<file path="config.mk">
export PLATFORM = sky130hd
export DESIGN_NAME = jpeg2000_marker_segmenter_core
export DESIGN_NICKNAME = d
export VERILOG_FILES = /design/src/rtl/core/jms_pkg.sv /design/src/rtl/core/jpeg2000_marker_segmenter_core.sv /design/src/rtl/core/jms_parser.sv
export SDC_FILE = /design/constraint.sdc
export NUM_CORES = 1
export LEC_CHECK = 0
export ABC_AREA = 1
export BUFFER_PORTS_ARGS = -buffer_cell sky130_fd_sc_hd__buf_4
export CORE_MARGIN = 8
export CORE_UTILIZATION = 30
export DETAILED_ROUTE_END_ITERATION = 10
export SYNTH_ARGS = -nofsm -noshare
export SYNTH_HDL_FRONTEND = slang
export SYNTH_SLANG_ARGS = --single-unit
</file>
<file path="constraint.sdc">
create_clock -name clock -period 8.8 [get_ports clock]
set_clock_uncertainty 0.15 [all_clocks]
set_input_delay 0.88 -clock clock [delete_from_list [all_inputs] [get_ports clock]]
set_output_delay 0.88 -clock clock [all_outputs]
set_load 0.01 [all_outputs]
</file>
<file path="src/rtl/core/jms_pkg.sv">
// jms_pkg: item types, parse modes, byte classes and marker codes
// used by the core, parser and checker files of the codestream marker segmenter; no dependencies
`timescale 1ns / 1ps

package jms_pkg;

   typedef struct packed {
      logic [7:0] data_byte;
      logic       restart;
   } req_type;

   typedef struct packed {
      logic [2:0]  byte_class;
      logic [7:0]  marker_code;
      logic [15:0] payload_offset;
      logic        segment_last;
      logic        codestream_done;
      logic        length_error;
   } rsp_type;

   // parse modes
   localparam logic [2:0] MODE_HUNT     = 3'd0;
   localparam logic [2:0] MODE_LEN_HI   = 3'd1;
   localparam logic [2:0] MODE_LEN_LO   = 3'd2;
   localparam logic [2:0] MODE_PAYLOAD  = 3'd3;
   localparam logic [2:0] MODE_SCAN_CNT = 3'd4;
   localparam logic [2:0] MODE_SCAN_OPN = 3'd5;
   localparam logic [2:0] MODE_DONE     = 3'd6;
   localparam logic [2:0] MODE_ERROR    = 3'd7;

   // byte classes
   localparam logic [2:0] CLASS_SKIPPED   = 3'd0;
   localparam logic [2:0] CLASS_PREFIX    = 3'd1;
   localparam logic [2:0] CLASS_MARKER    = 3'd2;
   localparam logic [2:0] CLASS_LENGTH    = 3'd3;
   localparam logic [2:0] CLASS_PAYLOAD   = 3'd4;
   localparam logic [2:0] CLASS_SCAN      = 3'd5;
   localparam logic [2:0] CLASS_ESCAPED   = 3'd6;
   localparam logic [2:0] CLASS_AFTER_END = 3'd7;

   // marker codes and byte values
   localparam logic [7:0] BYTE_FF     = 8'hff;
   localparam logic [7:0] BYTE_ZERO   = 8'h00;
   localparam logic [7:0] MARKER_SOC  = 8'h4f;
   localparam logic [7:0] MARKER_SOT  = 8'h90;
   localparam logic [7:0] MARKER_EPH  = 8'h92;
   localparam logic [7:0] MARKER_SOD  = 8'h93;
   localparam logic [7:0] MARKER_EOC  = 8'hd9;
   localparam logic [7:0] MARKER_RES_LO = 8'h30;
   localparam logic [7:0] MARKER_RES_HI = 8'h3f;

   localparam logic [15:0] SOT_MIN_LEN = 16'd10;
   localparam logic [31:0] SOT_HDR_LEN = 32'd10;

   function automatic logic has_no_params(input logic [7:0] code);
      has_no_params = (code == MARKER_SOC) || (code == MARKER_EPH) ||
                      (code == MARKER_SOD) || (code == MARKER_EOC) ||
                      ((code >= MARKER_RES_LO) && (code <= MARKER_RES_HI));
   endfunction

endpackage

</file>
<file path="src/rtl/core/jpeg2000_marker_segmenter_core.sv">
// JPEG 2000 codestream marker segmenter, top level
// input register, jms_parser and result register; depends on jms_pkg
//
// usage:
//   req_ carries one codestream byte per item (data_byte, restart); restart
//   clears the parse state before that byte is handled.
//   rsp_ returns exactly one tagged item per input byte, in order.
//   both channels hand over an item on a clock edge where valid is high and
//   stall is low.
// path: the input register takes the byte, then the result register loads its tag
//   once the result register is free (empty, or rsp_stall low).
// throughput: 1 item per cycle while rsp_stall is low; the parse state update is a single compare
//   and counter step between the input and result registers.
// stall: when rsp_stall holds a result, the result register keeps it and the
//   input register can still take one more item; req_stall then goes high.
// reset: clears both valid bits and the parse state (hunting for a marker).
`timescale 1ns / 1ps

module jpeg2000_marker_segmenter_core (
   input  logic             clock,
   input  logic             reset,
   input  logic             req_valid,
   output logic             req_stall,
   input  jms_pkg::req_type req_payload,
   output logic             rsp_valid,
   input  logic             rsp_stall,
   output jms_pkg::rsp_type rsp_payload
);

   logic             in_valid_ff, in_valid_in;
   jms_pkg::req_type in_item_ff;
   logic             out_valid_ff, out_valid_in;
   jms_pkg::rsp_type out_item_ff;
   jms_pkg::rsp_type step_result;
   logic             out_open;
   logic             step_en;
   logic             req_take;

   assign out_open  = !out_valid_ff || !rsp_stall;
   assign step_en   = in_valid_ff && out_open;
   assign req_stall = in_valid_ff && !out_open;
   assign req_take  = req_valid && !req_stall;

   assign in_valid_in  = (in_valid_ff && !out_open) || req_take;
   assign out_valid_in = out_open ? in_valid_ff : out_valid_ff;

   jms_parser u_parser (
      .clock  (clock),
      .reset  (reset),
      .step_en(step_en),
      .item   (in_item_ff),
      .result (step_result)
   );

   always_ff @(posedge clock) begin
      if (reset) begin
         in_valid_ff  <= 1'b0;
         out_valid_ff <= 1'b0;
      end else begin
         in_valid_ff  <= in_valid_in;
         out_valid_ff <= out_valid_in;
      end
   end

   always_ff @(posedge clock) begin
      if (req_take) begin
         in_item_ff <= req_payload;
      end
      if (step_en) begin
         out_item_ff <= step_result;
      end
   end

   assign rsp_valid   = out_valid_ff;
   assign rsp_payload = out_item_ff;

endmodule

</file>
<file path="src/rtl/core/jms_parser.sv">
// jms_parser: parse state registers and the per-byte classify and update logic
// depends on jms_pkg
`timescale 1ns / 1ps

module jms_parser (
   input  logic            clock,
   input  logic            reset,
   input  logic            step_en,
   input  jms_pkg::req_type item,
   output jms_pkg::rsp_type result
);

   logic [2:0]  mode_ff, mode_in;
   logic        prefix_ff, prefix_in;
   logic [7:0]  marker_ff, marker_in;
   logic [15:0] seg_len_ff, seg_len_in;
   logic [15:0] pcount_ff, pcount_in;
   logic [31:0] tp_rem_ff, tp_rem_in;
   logic        tp_valid_ff, tp_valid_in;
   logic [31:0] scan_rem_ff, scan_rem_in;

   logic [2:0]  cur_mode;
   logic [15:0] cur_pcount;
   logic [15:0] pcount_inc;
   logic [31:0] psot;
   logic        take_mk;
   logic [7:0]  b;

   always_comb begin
      b           = item.data_byte;
      mode_in     = mode_ff;
      prefix_in   = prefix_ff;
      marker_in   = marker_ff;
      seg_len_in  = seg_len_ff;
      pcount_in   = pcount_ff;
      tp_rem_in   = tp_rem_ff;
      tp_valid_in = tp_valid_ff;
      scan_rem_in = scan_rem_ff;
      take_mk     = 1'b0;
      psot        = '0;
      result      = '0;

      if (item.restart) begin
         mode_in     = jms_pkg::MODE_HUNT;
         prefix_in   = 1'b0;
         marker_in   = '0;
         seg_len_in  = '0;
         pcount_in   = '0;
         tp_rem_in   = '0;
         tp_valid_in = 1'b0;
         scan_rem_in = '0;
      end
      cur_mode   = mode_in;
      cur_pcount = pcount_in;
      pcount_inc = cur_pcount + 16'd1;

      // psot countdown runs on every byte once captured
      if (tp_valid_in && (tp_rem_in != '0)) begin
         tp_rem_in = tp_rem_in - 32'd1;
      end

      unique case (cur_mode)
         jms_pkg::MODE_HUNT: begin
            if (b == jms_pkg::BYTE_FF) begin
               prefix_in         = 1'b1;
               result.byte_class = jms_pkg::CLASS_PREFIX;
            end else if (!prefix_in) begin
               result.byte_class = jms_pkg::CLASS_SKIPPED;
            end else if (b == jms_pkg::BYTE_ZERO) begin
               prefix_in         = 1'b0;
               result.byte_class = jms_pkg::CLASS_ESCAPED;
            end else begin
               take_mk = 1'b1;
            end
         end
         jms_pkg::MODE_LEN_HI: begin
            result.byte_class = jms_pkg::CLASS_LENGTH;
            seg_len_in        = {b, 8'h00};
            mode_in           = jms_pkg::MODE_LEN_LO;
         end
         jms_pkg::MODE_LEN_LO: begin
            result.byte_class = jms_pkg::CLASS_LENGTH;
            seg_len_in        = {seg_len_in[15:8], b};
            if (seg_len_in < 16'd2) begin
               result.length_error = 1'b1;
               mode_in             = jms_pkg::MODE_ERROR;
            end else if (seg_len_in == 16'd2) begin
               result.segment_last = 1'b1;
               mode_in             = jms_pkg::MODE_HUNT;
            end else begin
               pcount_in = '0;
               mode_in   = jms_pkg::MODE_PAYLOAD;
            end
         end
         jms_pkg::MODE_PAYLOAD: begin
            result.byte_class     = jms_pkg::CLASS_PAYLOAD;
            result.payload_offset = cur_pcount;
            // psot sits in sot payload bytes 2..5, big-endian
            if ((marker_in == jms_pkg::MARKER_SOT) && (seg_len_in >= jms_pkg::SOT_MIN_LEN) &&
                (cur_pcount >= 16'd2) && (cur_pcount <= 16'd5)) begin
               if (cur_pcount == 16'd2) begin
                  tp_rem_in = {24'h000000, b};
               end else begin
                  tp_rem_in = {tp_rem_in[23:0], b};
               end
               if (cur_pcount == 16'd5) begin
                  psot        = tp_rem_in;
                  tp_valid_in = (psot != '0);
                  tp_rem_in   = (psot > jms_pkg::SOT_HDR_LEN) ?
                                psot - jms_pkg::SOT_HDR_LEN : '0;
               end
            end
            pcount_in = pcount_inc;
            if (pcount_inc >= (seg_len_in - 16'd2)) begin
               result.segment_last = 1'b1;
               mode_in             = jms_pkg::MODE_HUNT;
            end
         end
         jms_pkg::MODE_SCAN_CNT: begin
            result.byte_class = jms_pkg::CLASS_SCAN;
            if (scan_rem_in != '0) begin
               scan_rem_in = scan_rem_in - 32'd1;
            end
            if (scan_rem_in == '0) begin
               result.segment_last = 1'b1;
               prefix_in           = 1'b0;
               mode_in             = jms_pkg::MODE_HUNT;
            end
         end
         jms_pkg::MODE_SCAN_OPN: begin
            if (b == jms_pkg::BYTE_FF) begin
               prefix_in         = 1'b1;
               result.byte_class = jms_pkg::CLASS_PREFIX;
            end else if (!prefix_in) begin
               result.byte_class = jms_pkg::CLASS_SCAN;
            end else if (b == jms_pkg::BYTE_ZERO) begin
               prefix_in         = 1'b0;
               result.byte_class = jms_pkg::CLASS_ESCAPED;
            end else if (b < jms_pkg::MARKER_SOT) begin
               prefix_in         = 1'b0;
               result.byte_class = jms_pkg::CLASS_SCAN;
            end else begin
               take_mk = 1'b1;
            end
         end
         jms_pkg::MODE_ERROR: begin
            result.byte_class   = jms_pkg::CLASS_AFTER_END;
            result.length_error = 1'b1;
         end
         default: begin
            result.byte_class = jms_pkg::CLASS_AFTER_END;
         end
      endcase

      if (take_mk) begin
         prefix_in         = 1'b0;
         marker_in         = b;
         result.byte_class = jms_pkg::CLASS_MARKER;
         if (jms_pkg::has_no_params(b)) begin
            if (b == jms_pkg::MARKER_EOC) begin
               result.codestream_done = 1'b1;
               mode_in                = jms_pkg::MODE_DONE;
            end else if (b == jms_pkg::MARKER_SOD) begin
               if (tp_valid_in) begin
                  scan_rem_in = tp_rem_in;
                  tp_valid_in = 1'b0;
                  tp_rem_in   = '0;
                  if (scan_rem_in == '0) begin
                     result.segment_last = 1'b1;
                     mode_in             = jms_pkg::MODE_HUNT;
                  end else begin
                     mode_in = jms_pkg::MODE_SCAN_CNT;
                  end
               end else begin
                  mode_in = jms_pkg::MODE_SCAN_OPN;
               end
            end else begin
               mode_in = jms_pkg::MODE_HUNT;
            end
         end else begin
            if (b == jms_pkg::MARKER_SOT) begin
               tp_valid_in = 1'b0;
               tp_rem_in   = '0;
            end
            mode_in = jms_pkg::MODE_LEN_HI;
         end
      end

      result.marker_code = marker_in;
   end

   always_ff @(posedge clock) begin
      if (reset) begin
         mode_ff     <= jms_pkg::MODE_HUNT;
         prefix_ff   <= 1'b0;
         marker_ff   <= '0;
         seg_len_ff  <= '0;
         pcount_ff   <= '0;
         tp_rem_ff   <= '0;
         tp_valid_ff <= 1'b0;
         scan_rem_ff <= '0;
      end else if (step_en) begin
         mode_ff     <= mode_in;
         prefix_ff   <= prefix_in;
         marker_ff   <= marker_in;
         seg_len_ff  <= seg_len_in;
         pcount_ff   <= pcount_in;
         tp_rem_ff   <= tp_rem_in;
         tp_valid_ff <= tp_valid_in;
         scan_rem_ff <= scan_rem_in;
      end
   end

endmodule

</file>
==> impl_metrics.py <==
metrics = {
    "floorplanning": {
        "core.rowCount": 75,
        "ios": 45,
        "core-area_sq_um": 41570,
        "design.die.area_sq_um": 48490,
        "die_y_um": 220.2,
        "initial_core_util_pct": 30.09,
        "dieWidth_um": 220.2,
    },
    "sta": {
        "fin_ws_ns": 2.326,
        "part_of_the_cycle_the_worst_path_needs_pct": 73.57,
        "fin_setup_tns_ns": 0,
        "clock.fmax_ghz": 0.1545,
        "worst_slew_margin_rel_pct": 29.61,
        "total_count_of_max_transition_violations_in_the_final_report": 0,
        "worst_pin_slew_ns": 1.053,
        "timing.final.hold_violations": 0,
        "timing.final.setup_violations": 0,
        "grt_setup_unrepaired": "false",
        "final.min_clock_period_ns": 6.474,
    },
    "yosys": {
        "synthesis.yosys.warnings": 0,
        "synth_area_leaders": "dfxtp_1, nand2_1, edfxtp_1",
        "postSynthRegisterBits": 150,
        "syn-instance-count": 2054,
        "synth_seq_area_share_pct": 27.13,
        "synth_edf_count": 39,
        "synthesis.area_sq_um": 12510,
        "yosysTopAreaCellShare_pct": 17.76,
        "synth.largest_area_cell": "dfxtp_1",
        "syn_avg_cell_area_sq_um": 6.090,
        "postSynth.asyncResetShare_pct": 0,
        "synthesis.nets": 2095,
        "synth_ff_type": "dfxtp_1",
        "synth_cell_types": 52,
    },
    "drt": {
        "drtIter0Drc": 1352,
        "drc": 0,
        "routed_wirelength_normalized_by_instance_count_um": 17.89,
        "detailroute.wirelength.met3_um": 2305,
        "met2RoutedLength_um": 21660,
        "via_per_inst": 5.209,
        "vias": 13508,
        "route.antenna.remaining_nets": 0,
        "dr.pass1.iters": 6,
        "wl_um": 46390,
        "route.top_layer_used": "met4",
        "detail_route.wirelength.met1_um": 21040,
    },
    "setup_path": {
        "worst-r2r-cell-count": 25,
        "critical-path-slowest-cell": "a21boi_0",
        "cp_required_ns": 8.93,
        "critical_path.max_fanout": 45,
        "end_kind": "flip-flop",
        "r2r-end": "rsp_payload[2]",
        "setup.reg_to_reg.worst_slack_ns": 2.33,
        "timing.critical_path.depth": 25,
        "regToRegStartpoint": "in_item_ff[0]",
        "worst-setup-path-type": "reg -> reg",
        "critical-path-top-cell-by-count": "nand2_1",
        "worst_ep_arrival_time_ns": 6.61,
        "critical_path.top_delay_family": "simple AND/OR/NAND/NOR gates",
        "start_kind": "flip-flop",
        "timing.critical_path.buf_inv": 3,
        "critical-path-max-stage-delay_ns": 0.94,
    },
    "cts": {
        "cts_tree": "yes",
        "number_of_buffers_added_by_the_clock_tree_synthesis_step": 17,
        "cts.hold.buffers_added": 0,
        "htreeDepth": 4,
        "cts-root-to-sink-buffers": 2,
        "postCtsSetupBuffers": 0,
        "cts.sinks": 150,
        "postCtsResizedCells": 0,
        "cts.reportedPaths.clkPinSlew_ns": 0.07,
        "cts_root_buffer": "clkbuf_16",
        "worstSkewPairLatency_ns": 0.45,
    },
    "power_and_ir_drop": {
        "vdd.ir_drop.worst_v": 0.0001404,
        "power.density_cell_area_nw_per_um2": 129.8,
        "power_leakage_nw": 7.050,
        "design_power_total_w": 0.001791,
    },
    "hold_path": {
        "worst_hold_path.num_cells": 2,
        "worst_hold_startpoint": "u_parser.tp_valid_ff",
        "hold_path_end": "u_parser.tp_valid_ff",
        "hold_class": "reg -> reg",
    },
    "global_route": {
        "grt_pass1_vias": 12902,
        "first_pass_grt_wire_length_um": 72680,
        "grt_overflow": 0,
        "grt_antenna_before_repair": 0,
        "grt_start_max_net_pins": 80,
        "grt.total_usage_pct": 19.14,
    },
    "placement": {
        "finalWeightedCongestion": 0.9716,
        "pre_cts_slack_ns": 2.422,
        "dp_hpwl_um": 35590,
        "io_buffers": 44,
    },
    "final_layout": {
        "post_route_cells_drive_above_1_share_pct": 7.011,
        "area_delta_synth_final_pct": 10.28,
        "nets": 2082,
        "fin_util_pct": 33.19,
        "diodes": 0,
    },
    "run_status": {
        "status": "finished, final reports clean",
    },
    "flow_run": {
        "max_cap_viol_count": 0,
    },
}
[report_power, final]
group | total, W | internal (W) | switching [W]
combinational | 0.000271 | 0.0000835 | 0.000187
clock | 0.000773 | 0.000429 | 0.000344
sequential | 0.000747 | 0.000730 | 0.0000163
[cells in the mapped netlist (2+ instances only)]
cell,number
inv_2,6
o21ai_1,6
buf_4,2
nand3b_1,9
nand3_1,133
a21boi_1,13
nand2_1,576
buf_6,9
a21boi_0,3
buf_2,19
nand4_1,44
nor2_2,8
nor3_1,31
a21boi_2,2
nor3b_1,3
ha_1,28
o211ai_1,26
a21oi_2,3
o21ai_0,127
a31oi_1,18
clkbuf_1,50
o31ai_1,3
nand3_2,10
xor2_1,50
nor2_4,4
a211oi_1,3
o22ai_1,3
buf_1,7
edfxtp_1,39
o221ai_1,7
nor2_1,272
nand2_2,17
dfxtp_1,111
nor4_1,12
inv_1,233
o21a_1,2
xnor2_1,18
a21oi_1,129
a221oi_1,4
and2_1,2
[per-layer routing]
layer / vias up / track usage (%)
li1: 6684 / -
met1: 6292 / 25.09
met2: 461 / 32.01
met3: 71 / 1.996
met4: 0 / 7.431
met5: - / 0
[worst max path at each step]
stage / startpoint / endpoint / slack [ns]
after floorplan: in_item_ff[0] / u_parser.mode_ff[0] / 5.06
after global placement: in_item_ff[0] / u_parser.mode_ff[2] / 2.37
after detailed placement: in_item_ff[0] / rsp_payload[2] / 2.42
after CTS: in_item_ff[0] / rsp_payload[2] / 2.43
after global routing: in_item_ff[0] / u_parser.mode_ff[2] / 1.90
final: in_item_ff[0] / rsp_payload[2] / 2.33
[placed cells by master, fill, tap and decap left out, types with 13 or more instances in the layout]
master     Yosys  final
a21boi_1      13     13
a21oi_1      129    128
a31oi_1       18     18
buf_4          2     56
clkbuf_16      0     18
dfxtp_1      111    111
edfxtp_1      39     39
ha_1          28     28
inv_1        233    233
nand2_1      576    576
nand2_2       17     17
nand3_1      133    133
nand4_1       44     44
nor2_1       272    271
nor3_1        31     31
o211ai_1      26     26
o21ai_0      127    127
xnor2_1       18     18
xor2_1        50     50
[kinds of logic (layout without fill, tap and decap cells)]
kind of cell	count (synthesis)	in the layout	synth area share, %
AND/OR/NAND/NOR	1125	1125	38.48
AO/OA/AOI/OAI	354	354	16.03
buffers and inverters	328	328	10.72
flip-flops	150	150	27.13
XOR/XNOR	68	68	4.761
adder cells (fa/ha/maj)	28	28	2.801
multiplexers	1	1	0.08002
[area by class of cell]
| class | count | area (sq um) |
|---|---|---|
| Clock inverter | 13 | 153.9 |
| Fill cell | 4659 | 27780 |
| Multi-Input combinational cell | 1576 | 7786 |
| Tap cell | 539 | 674.4 |
| Inverter | 240 | 903.4 |
| Sequential cell | 150 | 3393 |
| Clock buffer | 19 | 464.2 |
| Timing Repair Buffer | 56 | 420.4 |
[registers in the layout, indices dropped and copies added, names as in the netlist]
register              cells
u_parser.mode_ff          3
u_parser.marker_ff        8
rsp_payload              30
u_parser.pcount_ff       16
rsp_valid                 1
u_parser.seg_len_ff      16
in_item_ff                9
u_parser.scan_rem_ff     32
u_parser.tp_valid_ff      1
u_parser.tp_rem_ff       32
in_valid_ff               1
u_parser.prefix_ff        1
[through the flow]
step | instance area [sq um] | hold WS, ns | instances
finish | 13800 | 0.3159 | 2593
global route | 13800 | 0.3268 | 2593
CTS | 13800 | 0.3160 | 2593
global placement | 13180 | 0.3023 | 2561
detailed placement | 13180 | 0.3053 | 2561
floorplan | 12510 | 0.2953 | 2054
[worst reg2reg max path, delay by kind of cell, from the launching register on]
family	cells	cell delay, ns
buffers and inverters	3	1.27
DFF	1	0.35
and+or+nand+nor	19	3.22
AOI/OAI and AO/OA	3	1.34
Note: power is estimated with default switching activity, not from simulation.
